--- src/hdl/gbtli_pkg.sv ---
// Shared constants, types and helper functions of the gyro look integrator.
package gbtli_pkg;

  // Angle format: signed, ANGLE_FRAC_BITS fraction bits, in radians.
  localparam int ANGLE_FRAC_BITS = 16;
  localparam int ANG_W           = 20;

  // Field widths.
  localparam int FUNC_W   = 2;
  localparam int RATE_W   = 16;
  localparam int DT_W     = 16;
  localparam int KEYS_W   = 4;
  localparam int THR_W    = 12;
  localparam int BRATE_W  = 16;
  localparam int MSTEP_W  = 19;
  localparam int LRATE_W  = 16;
  localparam int BIAS_W   = 32;
  localparam int RATE_FRAC = 16;

  // Remainder after bias subtraction and serial accumulator widths.
  localparam int RES_W = RATE_W + RATE_FRAC + 1;
  localparam int ACC_W = RES_W + 1;

  // Degrees to radians, scaled by 2^32, walked one bit per cycle.
  localparam int                DEG_W       = 27;
  localparam logic [DEG_W-1:0]  DEG2RAD_Q32 = 27'd74961321;
  localparam int                STEP_SHIFT  = 52 - ANGLE_FRAC_BITS - DEG_W;

  // Look rate conversion from Q0.16 to the angle format.
  localparam int LOOK_UP = (ANGLE_FRAC_BITS >= 16) ? (ANGLE_FRAC_BITS - 16) : 0;
  localparam int LOOK_DN = (ANGLE_FRAC_BITS < 16) ? (16 - ANGLE_FRAC_BITS) : 1;
  localparam int LOOK_W  = LRATE_W + LOOK_UP;
  // Wide enough for an owed angle plus a look or frame turn of either sign.
  localparam int SUM_W   = ((LOOK_W > ANG_W) ? LOOK_W : ANG_W) + 2;

  localparam logic signed [ANG_W-1:0] ANG_MAX = {1'b0, {(ANG_W-1){1'b1}}};
  localparam logic signed [ANG_W-1:0] ANG_MIN = {1'b1, {(ANG_W-1){1'b0}}};

  // Item function codes.
  localparam logic [FUNC_W-1:0] FUNC_FRAME = 2'd0;
  localparam logic [FUNC_W-1:0] FUNC_LOOK  = 2'd1;
  localparam logic [FUNC_W-1:0] FUNC_SET   = 2'd2;

  // Configuration register indexes.
  localparam int                  CFG_IDX_W  = 2;
  localparam int                  CFG_DATA_W = MSTEP_W;
  localparam logic [CFG_IDX_W-1:0] REG_REST_THRESHOLD = 2'd0;
  localparam logic [CFG_IDX_W-1:0] REG_BIAS_RATE      = 2'd1;
  localparam logic [CFG_IDX_W-1:0] REG_MAX_STEP       = 2'd2;
  localparam logic [CFG_IDX_W-1:0] REG_KEY_RATE       = 2'd3;

  localparam logic [THR_W-1:0]   RESET_REST_THRESHOLD = 12'd48;
  localparam logic [BRATE_W-1:0] RESET_BIAS_RATE      = 16'd1311;
  localparam logic [MSTEP_W-1:0] RESET_MAX_STEP       = 19'd39322;
  localparam logic [LRATE_W-1:0] RESET_KEY_RATE       = 16'd7209;

  typedef struct packed {
    logic [THR_W-1:0]   rest_threshold;
    logic [BRATE_W-1:0] bias_rate;
    logic [MSTEP_W-1:0] max_step;
    logic [LRATE_W-1:0] key_rate;
  } gbtli_cfg_t;

  // Status of one axis unit: idle once its frame work is done.
  typedef struct packed {
    logic                     idle;
    logic signed [ANG_W-1:0]  step;
  } gbtli_axis_res_t;

  typedef struct packed {
    logic signed [ANG_W-1:0] delta_yaw;
    logic signed [ANG_W-1:0] delta_pitch;
    logic signed [ANG_W-1:0] owed_yaw_now;
    logic signed [ANG_W-1:0] owed_pitch_now;
  } gbtli_result_t;

  // Saturate a wide signed sum to the angle range.
  function automatic logic signed [ANG_W-1:0] sat_angle(input logic signed [SUM_W-1:0] v);
    logic signed [SUM_W-1:0] hi;
    logic signed [SUM_W-1:0] lo;
    hi = SUM_W'(ANG_MAX);
    lo = SUM_W'(ANG_MIN);
    if (v > hi) begin
      return ANG_MAX;
    end else if (v < lo) begin
      return ANG_MIN;
    end
    return v[ANG_W-1:0];
  endfunction

  // Look rate in the angle format; right shifts round half up.
  function automatic logic [LOOK_W-1:0] look_step(input logic [LRATE_W-1:0] lr);
    logic [LOOK_W:0] t;
    if (ANGLE_FRAC_BITS >= 16) begin
      t = (LOOK_W + 1)'(lr) << LOOK_UP;
    end else begin
      t = ((LOOK_W + 1)'(lr) + (LOOK_W + 1)'(1 << (LOOK_DN - 1))) >> LOOK_DN;
    end
    return t[LOOK_W-1:0];
  endfunction

endpackage

--- src/hdl/gbtli_item_if.sv ---
// Input item channel of the gyro look integrator.
interface gbtli_item_if;
  import gbtli_pkg::*;

  logic                       valid;
  logic                       ready;
  logic [FUNC_W-1:0]          func;
  logic                       gyro_on;
  logic                       sample_ready;
  logic signed [RATE_W-1:0]   rate_x;
  logic signed [RATE_W-1:0]   rate_y;
  logic [DT_W-1:0]            frame_time;
  logic [KEYS_W-1:0]          look_keys;
  logic signed [ANG_W-1:0]    load_yaw;
  logic signed [ANG_W-1:0]    load_pitch;

  modport source (
    output valid, func, gyro_on, sample_ready, rate_x, rate_y, frame_time,
           look_keys, load_yaw, load_pitch,
    input  ready
  );

  modport sink (
    input  valid, func, gyro_on, sample_ready, rate_x, rate_y, frame_time,
           look_keys, load_yaw, load_pitch,
    output ready
  );
endinterface

--- src/hdl/gbtli_result_if.sv ---
// Result channel of the gyro look integrator.
interface gbtli_result_if;
  import gbtli_pkg::*;

  logic                     valid;
  logic                     ready;
  logic signed [ANG_W-1:0]  delta_yaw;
  logic signed [ANG_W-1:0]  delta_pitch;
  logic signed [ANG_W-1:0]  owed_yaw_now;
  logic signed [ANG_W-1:0]  owed_pitch_now;

  modport source (
    output valid, delta_yaw, delta_pitch, owed_yaw_now, owed_pitch_now,
    input  ready
  );

  modport sink (
    input  valid, delta_yaw, delta_pitch, owed_yaw_now, owed_pitch_now,
    output ready
  );
endinterface

--- src/hdl/gbtli_cfg_if.sv ---
// Configuration write channel of the gyro look integrator.
interface gbtli_cfg_if;
  import gbtli_pkg::*;

  logic                   valid;
  logic                   ready;
  logic [CFG_IDX_W-1:0]   index;
  logic [CFG_DATA_W-1:0]  data;

  modport source (
    output valid, index, data,
    input  ready
  );

  modport sink (
    input  valid, index, data,
    output ready
  );
endinterface

--- src/hdl/gyro_bias_tracking_look_integrator_unit.sv ---
// Top level of the two-axis gyro look integrator with bias tracking.
//
// This block turns rate-gyro frames and look-key ticks into owed yaw and pitch
// angles in signed Q3.16 radians. A frame transaction (func 0) with the gyro on
// and a sample ready subtracts a tracked bias from each rate; a remainder under
// the rest threshold pulls that axis's bias toward the reading and turns it by
// zero, any other remainder is scaled by frame time and pi/180, clamped to the
// max step and added to the owed angle with saturation. A frame with the gyro
// off clears the owed angles, and one without a sample changes nothing. A look
// transaction (func 1) adds the held keys times the look rate to the owed
// angles, reports the saturated sums as deltas and clears the owed angles; a
// set transaction (func 2) loads them; func 3 only reports. Every input
// transaction yields exactly one result transaction. A new item is taken only
// once the last result has moved into the output register. A frame that reaches
// the axis units runs the bit-serial multiplier in each of them, which retires
// one multiplier bit per cycle: the 16 bits of frame time (or bias rate) and
// then, for an axis in motion, the 27 bits of the degree-to-radian constant; a
// frame with both axes at rest thus ends sooner, and every other item skips the
// axis units. A finished result sits in an output register, so the next item is
// accepted while the previous result waits to be taken. The configuration port
// is always ready and should be written only while the block is idle.
module gyro_bias_tracking_look_integrator_unit (
  input  logic            clk_i,
  input  logic            rst_ni,
  gbtli_item_if.sink      item_i,
  gbtli_result_if.source  result_o,
  gbtli_cfg_if.sink       cfg_i
);
  import gbtli_pkg::*;

  localparam logic [1:0] ST_IDLE = 2'd0;
  localparam logic [1:0] ST_AXIS = 2'd1;
  localparam logic [1:0] ST_RES  = 2'd2;

  logic [1:0]               state_q, state_d;
  gbtli_cfg_t               cfg_q;
  logic signed [ANG_W-1:0]  owed_yaw_q, owed_yaw_d;
  logic signed [ANG_W-1:0]  owed_pitch_q, owed_pitch_d;
  gbtli_result_t            res_q, res_d;
  gbtli_result_t            out_q;
  logic                     out_valid_q;

  logic                     item_accept;
  logic                     axis_start;
  logic                     out_load;
  gbtli_axis_res_t          axis_yaw;
  gbtli_axis_res_t          axis_pitch;

  logic signed [SUM_W-1:0]  look_s;
  logic signed [SUM_W-1:0]  yaw_add;
  logic signed [SUM_W-1:0]  pitch_add;
  logic signed [ANG_W-1:0]  look_yaw;
  logic signed [ANG_W-1:0]  look_pitch;
  logic signed [ANG_W-1:0]  frame_yaw;
  logic signed [ANG_W-1:0]  frame_pitch;

  assign item_i.ready = (state_q == ST_IDLE);
  assign item_accept  = item_i.valid && item_i.ready;
  assign axis_start   = item_accept && (item_i.func == FUNC_FRAME) &&
                        item_i.gyro_on && item_i.sample_ready;

  // Both axes run the same serial state machine; each keeps its own bias.
  gbtli_axis u_axis_yaw (
    .clk_i        (clk_i),
    .rst_ni       (rst_ni),
    .start_i      (axis_start),
    .rate_i       (item_i.rate_x),
    .frame_time_i (item_i.frame_time),
    .cfg_i        (cfg_q),
    .res_o        (axis_yaw)
  );

  gbtli_axis u_axis_pitch (
    .clk_i        (clk_i),
    .rst_ni       (rst_ni),
    .start_i      (axis_start),
    .rate_i       (item_i.rate_y),
    .frame_time_i (item_i.frame_time),
    .cfg_i        (cfg_q),
    .res_o        (axis_pitch)
  );

  // Look keys: right minus left turns yaw, down minus up turns pitch, so
  // opposite keys cancel.
  always_comb begin
    look_s = $signed(SUM_W'(look_step(cfg_q.key_rate)));

    if (item_i.look_keys[3] && !item_i.look_keys[2]) begin
      yaw_add = look_s;
    end else if (item_i.look_keys[2] && !item_i.look_keys[3]) begin
      yaw_add = -look_s;
    end else begin
      yaw_add = '0;
    end

    if (item_i.look_keys[1] && !item_i.look_keys[0]) begin
      pitch_add = look_s;
    end else if (item_i.look_keys[0] && !item_i.look_keys[1]) begin
      pitch_add = -look_s;
    end else begin
      pitch_add = '0;
    end

    look_yaw    = sat_angle(SUM_W'(owed_yaw_q) + yaw_add);
    look_pitch  = sat_angle(SUM_W'(owed_pitch_q) + pitch_add);
    frame_yaw   = sat_angle(SUM_W'(owed_yaw_q) + SUM_W'(axis_yaw.step));
    frame_pitch = sat_angle(SUM_W'(owed_pitch_q) + SUM_W'(axis_pitch.step));
  end

  // Result register handoff: a pending result moves into the output register
  // as soon as that register is empty or being drained.
  assign out_load = (state_q == ST_RES) && (!out_valid_q || result_o.ready);

  always_comb begin
    state_d      = state_q;
    owed_yaw_d   = owed_yaw_q;
    owed_pitch_d = owed_pitch_q;
    res_d        = res_q;
    unique case (state_q)
      ST_IDLE: begin
        if (item_accept) begin
          res_d.delta_yaw   = '0;
          res_d.delta_pitch = '0;
          state_d           = ST_RES;
          unique case (item_i.func)
            FUNC_FRAME: begin
              if (!item_i.gyro_on) begin
                owed_yaw_d   = '0;
                owed_pitch_d = '0;
              end else if (item_i.sample_ready) begin
                // The axis units now own the item until both go idle.
                state_d = ST_AXIS;
              end
            end
            FUNC_LOOK: begin
              res_d.delta_yaw   = look_yaw;
              res_d.delta_pitch = look_pitch;
              owed_yaw_d        = '0;
              owed_pitch_d      = '0;
            end
            FUNC_SET: begin
              owed_yaw_d   = item_i.load_yaw;
              owed_pitch_d = item_i.load_pitch;
            end
            default: begin
            end
          endcase
          res_d.owed_yaw_now   = owed_yaw_d;
          res_d.owed_pitch_now = owed_pitch_d;
        end
      end
      ST_AXIS: begin
        // Axis units leave idle on the start edge, so idle here means done.
        if (axis_yaw.idle && axis_pitch.idle) begin
          owed_yaw_d           = frame_yaw;
          owed_pitch_d         = frame_pitch;
          res_d.delta_yaw      = '0;
          res_d.delta_pitch    = '0;
          res_d.owed_yaw_now   = frame_yaw;
          res_d.owed_pitch_now = frame_pitch;
          state_d              = ST_RES;
        end
      end
      ST_RES: begin
        if (out_load) begin
          state_d = ST_IDLE;
        end
      end
      default: begin
        state_d = ST_IDLE;
      end
    endcase
  end

  always_ff @(posedge clk_i or negedge rst_ni) begin
    if (!rst_ni) begin
      state_q      <= ST_IDLE;
      owed_yaw_q   <= '0;
      owed_pitch_q <= '0;
      out_valid_q  <= 1'b0;
    end else begin
      state_q      <= state_d;
      owed_yaw_q   <= owed_yaw_d;
      owed_pitch_q <= owed_pitch_d;
      if (out_load) begin
        out_valid_q <= 1'b1;
      end else if (result_o.ready) begin
        out_valid_q <= 1'b0;
      end
    end
  end

  always_ff @(posedge clk_i) begin
    res_q <= res_d;
    if (out_load) begin
      out_q <= res_q;
    end
  end

  // Configuration registers.
  assign cfg_i.ready = 1'b1;

  always_ff @(posedge clk_i or negedge rst_ni) begin
    if (!rst_ni) begin
      cfg_q.rest_threshold <= RESET_REST_THRESHOLD;
      cfg_q.bias_rate      <= RESET_BIAS_RATE;
      cfg_q.max_step       <= RESET_MAX_STEP;
      cfg_q.key_rate       <= RESET_KEY_RATE;
    end else if (cfg_i.valid) begin
      unique case (cfg_i.index)
        REG_REST_THRESHOLD: cfg_q.rest_threshold <= cfg_i.data[THR_W-1:0];
        REG_BIAS_RATE:      cfg_q.bias_rate      <= cfg_i.data[BRATE_W-1:0];
        REG_MAX_STEP:       cfg_q.max_step       <= cfg_i.data[MSTEP_W-1:0];
        REG_KEY_RATE:       cfg_q.key_rate       <= cfg_i.data[LRATE_W-1:0];
        default: begin
        end
      endcase
    end
  end

  assign result_o.valid          = out_valid_q;
  assign result_o.delta_yaw      = out_q.delta_yaw;
  assign result_o.delta_pitch    = out_q.delta_pitch;
  assign result_o.owed_yaw_now   = out_q.owed_yaw_now;
  assign result_o.owed_pitch_now = out_q.owed_pitch_now;

endmodule

--- src/hdl/gbtli_axis.sv ---
// One gyro axis: bias tracking, rest detection and bit-serial rate scaling.
module gbtli_axis (
  input  logic                                 clk_i,
  input  logic                                 rst_ni,
  input  logic                                 start_i,
  input  logic signed [gbtli_pkg::RATE_W-1:0]  rate_i,
  input  logic [gbtli_pkg::DT_W-1:0]           frame_time_i,
  input  gbtli_pkg::gbtli_cfg_t                cfg_i,
  output gbtli_pkg::gbtli_axis_res_t           res_o
);
  import gbtli_pkg::*;

  localparam int CNT_W      = $clog2(DEG_W);
  localparam int MUL1_STEPS = DT_W;
  localparam int STEP_RND_I = 1 << (STEP_SHIFT - 1);

  localparam logic [2:0] AX_IDLE  = 3'd0;
  localparam logic [2:0] AX_CHECK = 3'd1;
  localparam logic [2:0] AX_MUL1  = 3'd2;
  localparam logic [2:0] AX_MUL2  = 3'd3;
  localparam logic [2:0] AX_FIN   = 3'd4;

  localparam logic signed [BIAS_W-1:0] BIAS_MAX = {1'b0, {(BIAS_W-1){1'b1}}};
  localparam logic signed [BIAS_W-1:0] BIAS_MIN = {1'b1, {(BIAS_W-1){1'b0}}};

  logic [2:0]                 state_q, state_d;
  logic signed [BIAS_W-1:0]   bias_q, bias_d;
  logic signed [RES_W-1:0]    mcand_q, mcand_d;
  logic signed [ACC_W-1:0]    acc_q, acc_d;
  logic [DT_W-1:0]            b_q, b_d;
  logic [CNT_W-1:0]           cnt_q, cnt_d;
  logic                       rest_q, rest_d;
  logic signed [ANG_W-1:0]    step_q, step_d;

  logic signed [RES_W-1:0]    r_next;
  logic [RES_W-1:0]           r_mag;
  logic [RES_W-1:0]           thr_lim;
  logic                       is_rest;
  logic                       mul_bit;
  logic signed [ACC_W:0]      addend;
  logic signed [ACC_W:0]      acc_sum;
  logic signed [ACC_W:0]      bias_sum;
  logic signed [ACC_W:0]      bias_hi;
  logic signed [ACC_W:0]      bias_lo;
  logic signed [ACC_W:0]      rounded;
  logic signed [ACC_W:0]      scaled;
  logic signed [ACC_W:0]      ms_pos;
  logic signed [ACC_W:0]      ms_neg;
  logic signed [ACC_W:0]      clamped;

  always_comb begin
    // Rate is Q16.16 in 1/16 dps once the fraction bits are appended.
    r_next  = $signed({rate_i[RATE_W-1], rate_i, {RATE_FRAC{1'b0}}}) - RES_W'(bias_q);
    r_mag   = mcand_q[RES_W-1] ? RES_W'(-mcand_q) : RES_W'(mcand_q);
    thr_lim = RES_W'({cfg_i.rest_threshold, {RATE_FRAC{1'b0}}});
    is_rest = (r_mag < thr_lim);

    // LSB-first shift and add; every step halves the partial sum with floor.
    mul_bit = (state_q == AX_MUL2) ? DEG2RAD_Q32[cnt_q] : b_q[0];
    if (mul_bit) begin
      addend = (ACC_W + 1)'(mcand_q);
    end else begin
      addend = '0;
    end
    acc_sum = (ACC_W + 1)'(acc_q) + addend;

    bias_sum = (ACC_W + 1)'(bias_q) + (ACC_W + 1)'(acc_q);
    bias_hi  = (ACC_W + 1)'(BIAS_MAX);
    bias_lo  = (ACC_W + 1)'(BIAS_MIN);

    rounded = (ACC_W + 1)'(acc_q) + (ACC_W + 1)'(STEP_RND_I);
    scaled  = rounded >>> STEP_SHIFT;
    ms_pos  = $signed((ACC_W + 1)'(cfg_i.max_step));
    ms_neg  = -ms_pos;
    if (scaled > ms_pos) begin
      clamped = ms_pos;
    end else if (scaled < ms_neg) begin
      clamped = ms_neg;
    end else begin
      clamped = scaled;
    end
  end

  always_comb begin
    state_d = state_q;
    bias_d  = bias_q;
    mcand_d = mcand_q;
    acc_d   = acc_q;
    b_d     = b_q;
    cnt_d   = cnt_q;
    rest_d  = rest_q;
    step_d  = step_q;
    unique case (state_q)
      AX_IDLE: begin
        if (start_i) begin
          mcand_d = r_next;
          b_d     = frame_time_i;
          state_d = AX_CHECK;
        end
      end
      AX_CHECK: begin
        rest_d = is_rest;
        if (is_rest) begin
          b_d = cfg_i.bias_rate;
        end
        acc_d   = '0;
        cnt_d   = '0;
        state_d = AX_MUL1;
      end
      AX_MUL1: begin
        acc_d = acc_sum[ACC_W:1];
        b_d   = b_q >> 1;
        cnt_d = cnt_q + 1'b1;
        if (cnt_q == CNT_W'(MUL1_STEPS - 1)) begin
          if (rest_q) begin
            state_d = AX_FIN;
          end else begin
            // The frame-time product, floored by 2^16, feeds the radian scaling.
            mcand_d = acc_sum[RES_W:1];
            acc_d   = '0;
            cnt_d   = '0;
            state_d = AX_MUL2;
          end
        end
      end
      AX_MUL2: begin
        acc_d = acc_sum[ACC_W:1];
        cnt_d = cnt_q + 1'b1;
        if (cnt_q == CNT_W'(DEG_W - 1)) begin
          state_d = AX_FIN;
        end
      end
      AX_FIN: begin
        if (rest_q) begin
          if (bias_sum > bias_hi) begin
            bias_d = BIAS_MAX;
          end else if (bias_sum < bias_lo) begin
            bias_d = BIAS_MIN;
          end else begin
            bias_d = bias_sum[BIAS_W-1:0];
          end
          step_d = '0;
        end else begin
          step_d = clamped[ANG_W-1:0];
        end
        state_d = AX_IDLE;
      end
      default: begin
        state_d = AX_IDLE;
      end
    endcase
  end

  always_ff @(posedge clk_i or negedge rst_ni) begin
    if (!rst_ni) begin
      state_q <= AX_IDLE;
      bias_q  <= '0;
    end else begin
      state_q <= state_d;
      bias_q  <= bias_d;
    end
  end

  always_ff @(posedge clk_i) begin
    mcand_q <= mcand_d;
    acc_q   <= acc_d;
    b_q     <= b_d;
    cnt_q   <= cnt_d;
    rest_q  <= rest_d;
    step_q  <= step_d;
  end

  assign res_o.idle = (state_q == AX_IDLE);
  assign res_o.step = step_q;

endmodule
--- src/flat_wrapper.sv ---
// flat-port wrapper written by rule: the top's interface ports become plain ports
module gyro_bias_tracking_look_integrator_unit_flat import gbtli_pkg::*;
  (clk_i, rst_ni, item_i_valid, item_i_func, item_i_gyro_on, item_i_sample_ready, item_i_rate_x, item_i_rate_y, item_i_frame_time, item_i_look_keys, item_i_load_yaw, item_i_load_pitch, item_i_ready, result_o_valid, result_o_delta_yaw, result_o_delta_pitch, result_o_owed_yaw_now, result_o_owed_pitch_now, result_o_ready, cfg_i_valid, cfg_i_index, cfg_i_data, cfg_i_ready);
  gbtli_item_if item_i_i ();
  gbtli_result_if result_o_i ();
  gbtli_cfg_if cfg_i_i ();
  input  logic clk_i;
  input  logic rst_ni;
  input wire logic [$bits(item_i_i.valid)-1:0] item_i_valid;
  input wire logic [$bits(item_i_i.func)-1:0] item_i_func;
  input wire logic [$bits(item_i_i.gyro_on)-1:0] item_i_gyro_on;
  input wire logic [$bits(item_i_i.sample_ready)-1:0] item_i_sample_ready;
  input wire logic [$bits(item_i_i.rate_x)-1:0] item_i_rate_x;
  input wire logic [$bits(item_i_i.rate_y)-1:0] item_i_rate_y;
  input wire logic [$bits(item_i_i.frame_time)-1:0] item_i_frame_time;
  input wire logic [$bits(item_i_i.look_keys)-1:0] item_i_look_keys;
  input wire logic [$bits(item_i_i.load_yaw)-1:0] item_i_load_yaw;
  input wire logic [$bits(item_i_i.load_pitch)-1:0] item_i_load_pitch;
  output wire logic [$bits(item_i_i.ready)-1:0] item_i_ready;
  output wire logic [$bits(result_o_i.valid)-1:0] result_o_valid;
  output wire logic [$bits(result_o_i.delta_yaw)-1:0] result_o_delta_yaw;
  output wire logic [$bits(result_o_i.delta_pitch)-1:0] result_o_delta_pitch;
  output wire logic [$bits(result_o_i.owed_yaw_now)-1:0] result_o_owed_yaw_now;
  output wire logic [$bits(result_o_i.owed_pitch_now)-1:0] result_o_owed_pitch_now;
  input wire logic [$bits(result_o_i.ready)-1:0] result_o_ready;
  input wire logic [$bits(cfg_i_i.valid)-1:0] cfg_i_valid;
  input wire logic [$bits(cfg_i_i.index)-1:0] cfg_i_index;
  input wire logic [$bits(cfg_i_i.data)-1:0] cfg_i_data;
  output wire logic [$bits(cfg_i_i.ready)-1:0] cfg_i_ready;
  assign item_i_i.valid = item_i_valid;
  assign item_i_i.func = item_i_func;
  assign item_i_i.gyro_on = item_i_gyro_on;
  assign item_i_i.sample_ready = item_i_sample_ready;
  assign item_i_i.rate_x = item_i_rate_x;
  assign item_i_i.rate_y = item_i_rate_y;
  assign item_i_i.frame_time = item_i_frame_time;
  assign item_i_i.look_keys = item_i_look_keys;
  assign item_i_i.load_yaw = item_i_load_yaw;
  assign item_i_i.load_pitch = item_i_load_pitch;
  assign item_i_ready = item_i_i.ready;
  assign result_o_valid = result_o_i.valid;
  assign result_o_delta_yaw = result_o_i.delta_yaw;
  assign result_o_delta_pitch = result_o_i.delta_pitch;
  assign result_o_owed_yaw_now = result_o_i.owed_yaw_now;
  assign result_o_owed_pitch_now = result_o_i.owed_pitch_now;
  assign result_o_i.ready = result_o_ready;
  assign cfg_i_i.valid = cfg_i_valid;
  assign cfg_i_i.index = cfg_i_index;
  assign cfg_i_i.data = cfg_i_data;
  assign cfg_i_ready = cfg_i_i.ready;
  gyro_bias_tracking_look_integrator_unit u_core (.clk_i(clk_i), .rst_ni(rst_ni), .item_i(item_i_i), .result_o(result_o_i), .cfg_i(cfg_i_i));
endmodule
--- config.mk ---
export PLATFORM = sky130hd
export DESIGN_NAME = gyro_bias_tracking_look_integrator_unit_flat
export DESIGN_NICKNAME = d
export VERILOG_FILES = /design/src/hdl/gbtli_pkg.sv /design/src/hdl/gbtli_item_if.sv /design/src/hdl/gbtli_result_if.sv /design/src/hdl/gbtli_cfg_if.sv /design/src/hdl/gyro_bias_tracking_look_integrator_unit.sv /design/src/hdl/gbtli_axis.sv /design/src/flat_wrapper.sv
export SDC_FILE = /design/constraint.sdc
export NUM_CORES = 2
export LEC_CHECK = 0
export BUFFER_PORTS_ARGS = -buffer_cell sky130_fd_sc_hd__buf_4
export CAP_MARGIN = 25
export CELL_PAD_IN_SITES_DETAIL_PLACEMENT = 0
export CELL_PAD_IN_SITES_GLOBAL_PLACEMENT = 1
export CORE_ASPECT_RATIO = 0.8
export CORE_MARGIN = 2
export CORE_UTILIZATION = 45
export CTS_CLUSTER_SIZE = 30
export DETAILED_ROUTE_END_ITERATION = 16
export PLACE_DENSITY_LB_ADDON = 0.1
export SETUP_SLACK_MARGIN = 0.5
export SYNTH_ARGS = -nofsm -noshare
export SYNTH_HDL_FRONTEND = slang
export SYNTH_HIERARCHICAL = 1
export SYNTH_SLANG_ARGS = --single-unit
--- constraint.sdc ---
create_clock -name clk_i -period 5 [get_ports clk_i]
set_input_delay 1.25 -clock clk_i [delete_from_list [all_inputs] [get_ports clk_i]]
set_output_delay 1.25 -clock clk_i [all_outputs]
set_load 0.05 [all_outputs]
==> impl_metrics.ini <==
[floorplanning]
die_h_um = 279.8
fp.coreArea_um2 = 94530
ios = 205
placementRows = 101
dieArea_um2 = 97590
fp.dieW_um = 348.8
start_util_pct = 45.27

[sta]
min_period_ns = 5.167
worst_pin_slew_ns = 1.224
timing.hold.ws_ns = 0.4058
period_share_pct = 103.3
worst_clock_skew_ns = 0.02147
final.setup.worst_slack_ns = -0.1667
drv_slew = 0
slew_headroom_pct = 18.41
setup_violations = 38
fmax_ghz = 0.1935
tns_ns = -5.656
rsz0062_at_grt = true
hold_viol_final = 0

[routing]
drtIter0Drc = 2983
dr.pass1.iters = 6
drcViolationCount = 0
routed_wl_um = 134000
vias = 36670
wire_per_inst_um = 21.48
drtAntennaViolNets = 0
via_per_inst = 5.879

[min_path]
min_path_type = register to register

[job]
drv_cap = 0

[cts]
holdBufCountCts = 0
h-tree-depth = 3
cts_root_buffer = clkbuf_16
cts_tree = done
numCtsBuffers = 67
clock_latency_ns = 0.63
cts_sinks = 556
clk_pin_slew_worst_paths_ns = 0.07
clockBufferDepth = 3

[synth]
syn_nets = 5099
syn_avg_cell_area_um2 = 9.372
syn-cell-area_um2 = 42790
synth_top_area_share_pct = 26.52
yosys.area.top_type = edfxtp_1
synth.area.top_cells = edfxtp_1, ha_1, dfrtp_1, a21oi_1, xnor2_1
synth-main-ff-cell = edfxtp_1
synth_edf_count = 378
synth_seq_cells = 556
ys_async_sr_fraction_pct = 31.65
syn_inst = 4566
yosysWarnings = 6
yosysUniqueCellTypes = 105
synth_seq_area_share_pct = 36.98

[setup_path]
worstSetupStartpointType = register
arrival_ns = 5.54
end_kind = register
critical_path_class = register to register
path_max_fanout = 9
ff2ff_setup_slack_ns = -0.17
crit_required_ns = 5.37

[grt]
grt_max_degree = 110
grt_pass1_vias = 34430
overflow = 0
grt_usage_pct = 26.88
grt_pass1_wl_um = 205200
antenna_found_initial = 5

[place]
port_buffers = 203
placed_area_um2 = 47140
dp_cells = 6044
gp_congestion = 0.9220
dp_hpwl_um = 102300

[pwr]
intPower_mw = 18.37
p_leak_nw = 22.02
comb_power_share_pct = 59.3
vdd_drop_max_mv = 0.4558
power.density_nw_per_um2 = 666.7
p_sw_share_pct = 46.15
pwr-share-seq_pct = 25.5
power.switching_mw = 15.75
clockPowerShare_pct = 15.2
power_mw = 34.12

[status]
violations = negative setup slack
status = complete, but fails checks

[finish]
mostFrequentLayoutCells = buf_4, a21oi_1, ha_1
syn_to_final_growth_pct = 19.61
fillers = 8682
seq_area_um2 = 15830
instances_no_fill = 6237
fin_area_um2 = 51180
drive_gt1_share_pct = 18.70
multi_input_comb_area_um2 = 26610
finalNetCount = 5477
final_common_cell = buf_4
path summary, 6_finish.rpt:
| kind | from | to | depth (start not counted) |
|---|---|---|---|
| worst max-delay path | u_core/cfg_q[3]$_DFFE_PN1P_ | u_core/res_q[58]$_SDFFCE_PP0P_ | 22 |
| worst min-delay path | u_core/res_q[61]$_SDFFCE_PP0P_ | u_core/result_o.delta_yaw[1]$_DFFE_PP_ | 0 |
| worst max register to register | u_core/cfg_q[3]$_DFFE_PN1P_ | u_core/res_q[58]$_SDFFCE_PP0P_ | 22 |
| worst min register to register | u_core/res_q[61]$_SDFFCE_PP0P_ | u_core/result_o.delta_yaw[1]$_DFFE_PP_ | 0 |
| max in group asynchronous | rst_ni | u_core/owed_yaw_q[15]$_DFFE_PN0P_ | 2 |
| min in group asynchronous | rst_ni | u_core/u_axis_yaw/bias_q[27]$_DFFE_PN0P_ | 1 |
area by class of cell:
cell class | instances | area share, %
sequential | 556 | 30.92
multi-input combinational | 3631 | 51.99
clock buffer | 87 | 3.703
tap | 1236 | 3.021
antenna | 2 | 0.009778
inverter | 201 | 1.484
timing repair buffer | 487 | 8.035
clock inverter | 37 | 0.8360
power by group through the flow:
stage | clock [mW] | sequential [mW] | combinational [mW]
global route | 5.46 | 8.87 | 22.3
global placement | 0 | 8.75 | 18.9
detailed placement | 0 | 8.75 | 19.0
finish | 5.17 | 8.70 | 20.3
floorplan | 0 | 8.71 | 13.2
CTS | 5.30 | 8.70 | 19.6
metrics by stage:
step / setup WS [ns] / utilization (%)
after floorplan: -0.2076 / -
after global placement: -0.4606 / 49.87
after detailed placement: -0.4902 / 49.87
after CTS: -0.1091 / 53.25
after global routing: -0.3461 / 54.14
final: -0.1667 / 54.15
metal layers:
layer / vias up / global-route usage, % / part of all wire (%)
met4: 2 / 5.559 / 1.8
met2: 1028 / 39.93 / 43
met5: - / 0 / 0.0090
li1: 17830 / - / -
met1: 17670 / 41.01 / 49
met3: 137 / 4.124 / 6.2
repair_timing:
| action | 4_1_cts | 5_1_grt |
|---|---|---|
| hold endpoints to repair | 0 | 0 |
| resized for setup | 99 | 101 |
| pin swaps | 51 | 42 |
| buffers inserted | 34 | 19 |
| gates cloned | 6 | 5 |
| setup endpoints to repair | 98 | 141 |
cell usage after synthesis (all sizes together) (13+ instances only):
| master | count |
|---|---|
| a21oi | 426 |
| dfrtp | 153 |
| a21o | 154 |
| a221oi | 41 |
| a211oi | 40 |
| o31a | 14 |
| o21ai | 284 |
| mux2i | 29 |
| dfstp | 23 |
| ha | 403 |
| a221o | 42 |
| or3 | 43 |
| nor3 | 62 |
| edfxtp | 378 |
| xor2 | 126 |
| nand4 | 65 |
| nor3b | 18 |
| o21bai | 30 |
| xnor2 | 216 |
| and2 | 68 |
| maj3 | 16 |
| o31ai | 56 |
| nand2 | 359 |
| inv | 201 |
| a22o | 24 |
| a31oi | 36 |
| o21a | 30 |
| nand3b | 15 |
| and4 | 15 |
| nor4 | 43 |
| o211ai | 36 |
| o32ai | 18 |
| nand2b | 64 |
| mux2 | 78 |
| a22oi | 35 |
| nor2b | 83 |
| a211o | 13 |
| nor2 | 367 |
| clkbuf | 136 |
| buf | 44 |
| or4 | 13 |
| nand3 | 76 |
| and3 | 52 |
kinds of logic after synthesis:
kind of cell	synth area share (%)
buf+inv	3.544
flops	36.98
fa+ha+maj	12.53
other cells	0.008763
compound gates	20.98
xor+xnor	7.000
mux	2.731
simple gates	16.23
worst max-delay path, stage by stage, from the launching register on:
cell and delay, ns:
dfstp_2 0.36, or4_4 0.53, or4_4 0.44, or3_4 0.35, or3_4 0.33, or3_4 0.37
buf_6 0.14, nor3_4 0.19, buf_4 0.14, buf_6 0.08, xor2_1 0.06, o21ai_2 0.26
ha_4 0.26, o21ai_1 0.13, nand2b_1 0.10, a41oi_2 0.23, o21ai_2 0.10, xnor2_2 0.26
nor4_4 0.07, o21ai_2 0.16, buf_4 0.16, clkbuf_16 0.15, o21ai_2 0.05
registers in the layout, summed over array words and instances (netlist names), 2 cells and up, named ones only:
register / flops
u_core/u_axis_pitch/state_q: 3
u_core/u_axis_pitch/acc_q: 34
u_core/cfg_q: 63
u_core/state_q: 2
u_core/u_axis_yaw/cnt_q: 5
u_core/u_axis_yaw/state_q: 3
u_core/owed_yaw_q: 20
u_core/result_o.owed_pitch_now: 20
u_core/u_axis_yaw/step_q: 20
u_core/u_axis_pitch/b_q: 16
u_core/u_axis_yaw/bias_q: 32
u_core/result_o.owed_yaw_now: 20
u_core/u_axis_pitch/bias_q: 32
u_core/u_axis_pitch/cnt_q: 5
u_core/u_axis_pitch/step_q: 20
u_core/result_o.delta_pitch: 20
u_core/owed_pitch_q: 20
u_core/res_q: 80
u_core/u_axis_yaw/mcand_q: 33
u_core/u_axis_yaw/acc_q: 34
u_core/result_o.delta_yaw: 20
u_core/u_axis_yaw/b_q: 16
u_core/u_axis_pitch/mcand_q: 33
Power figures use the tool's default switching activity.
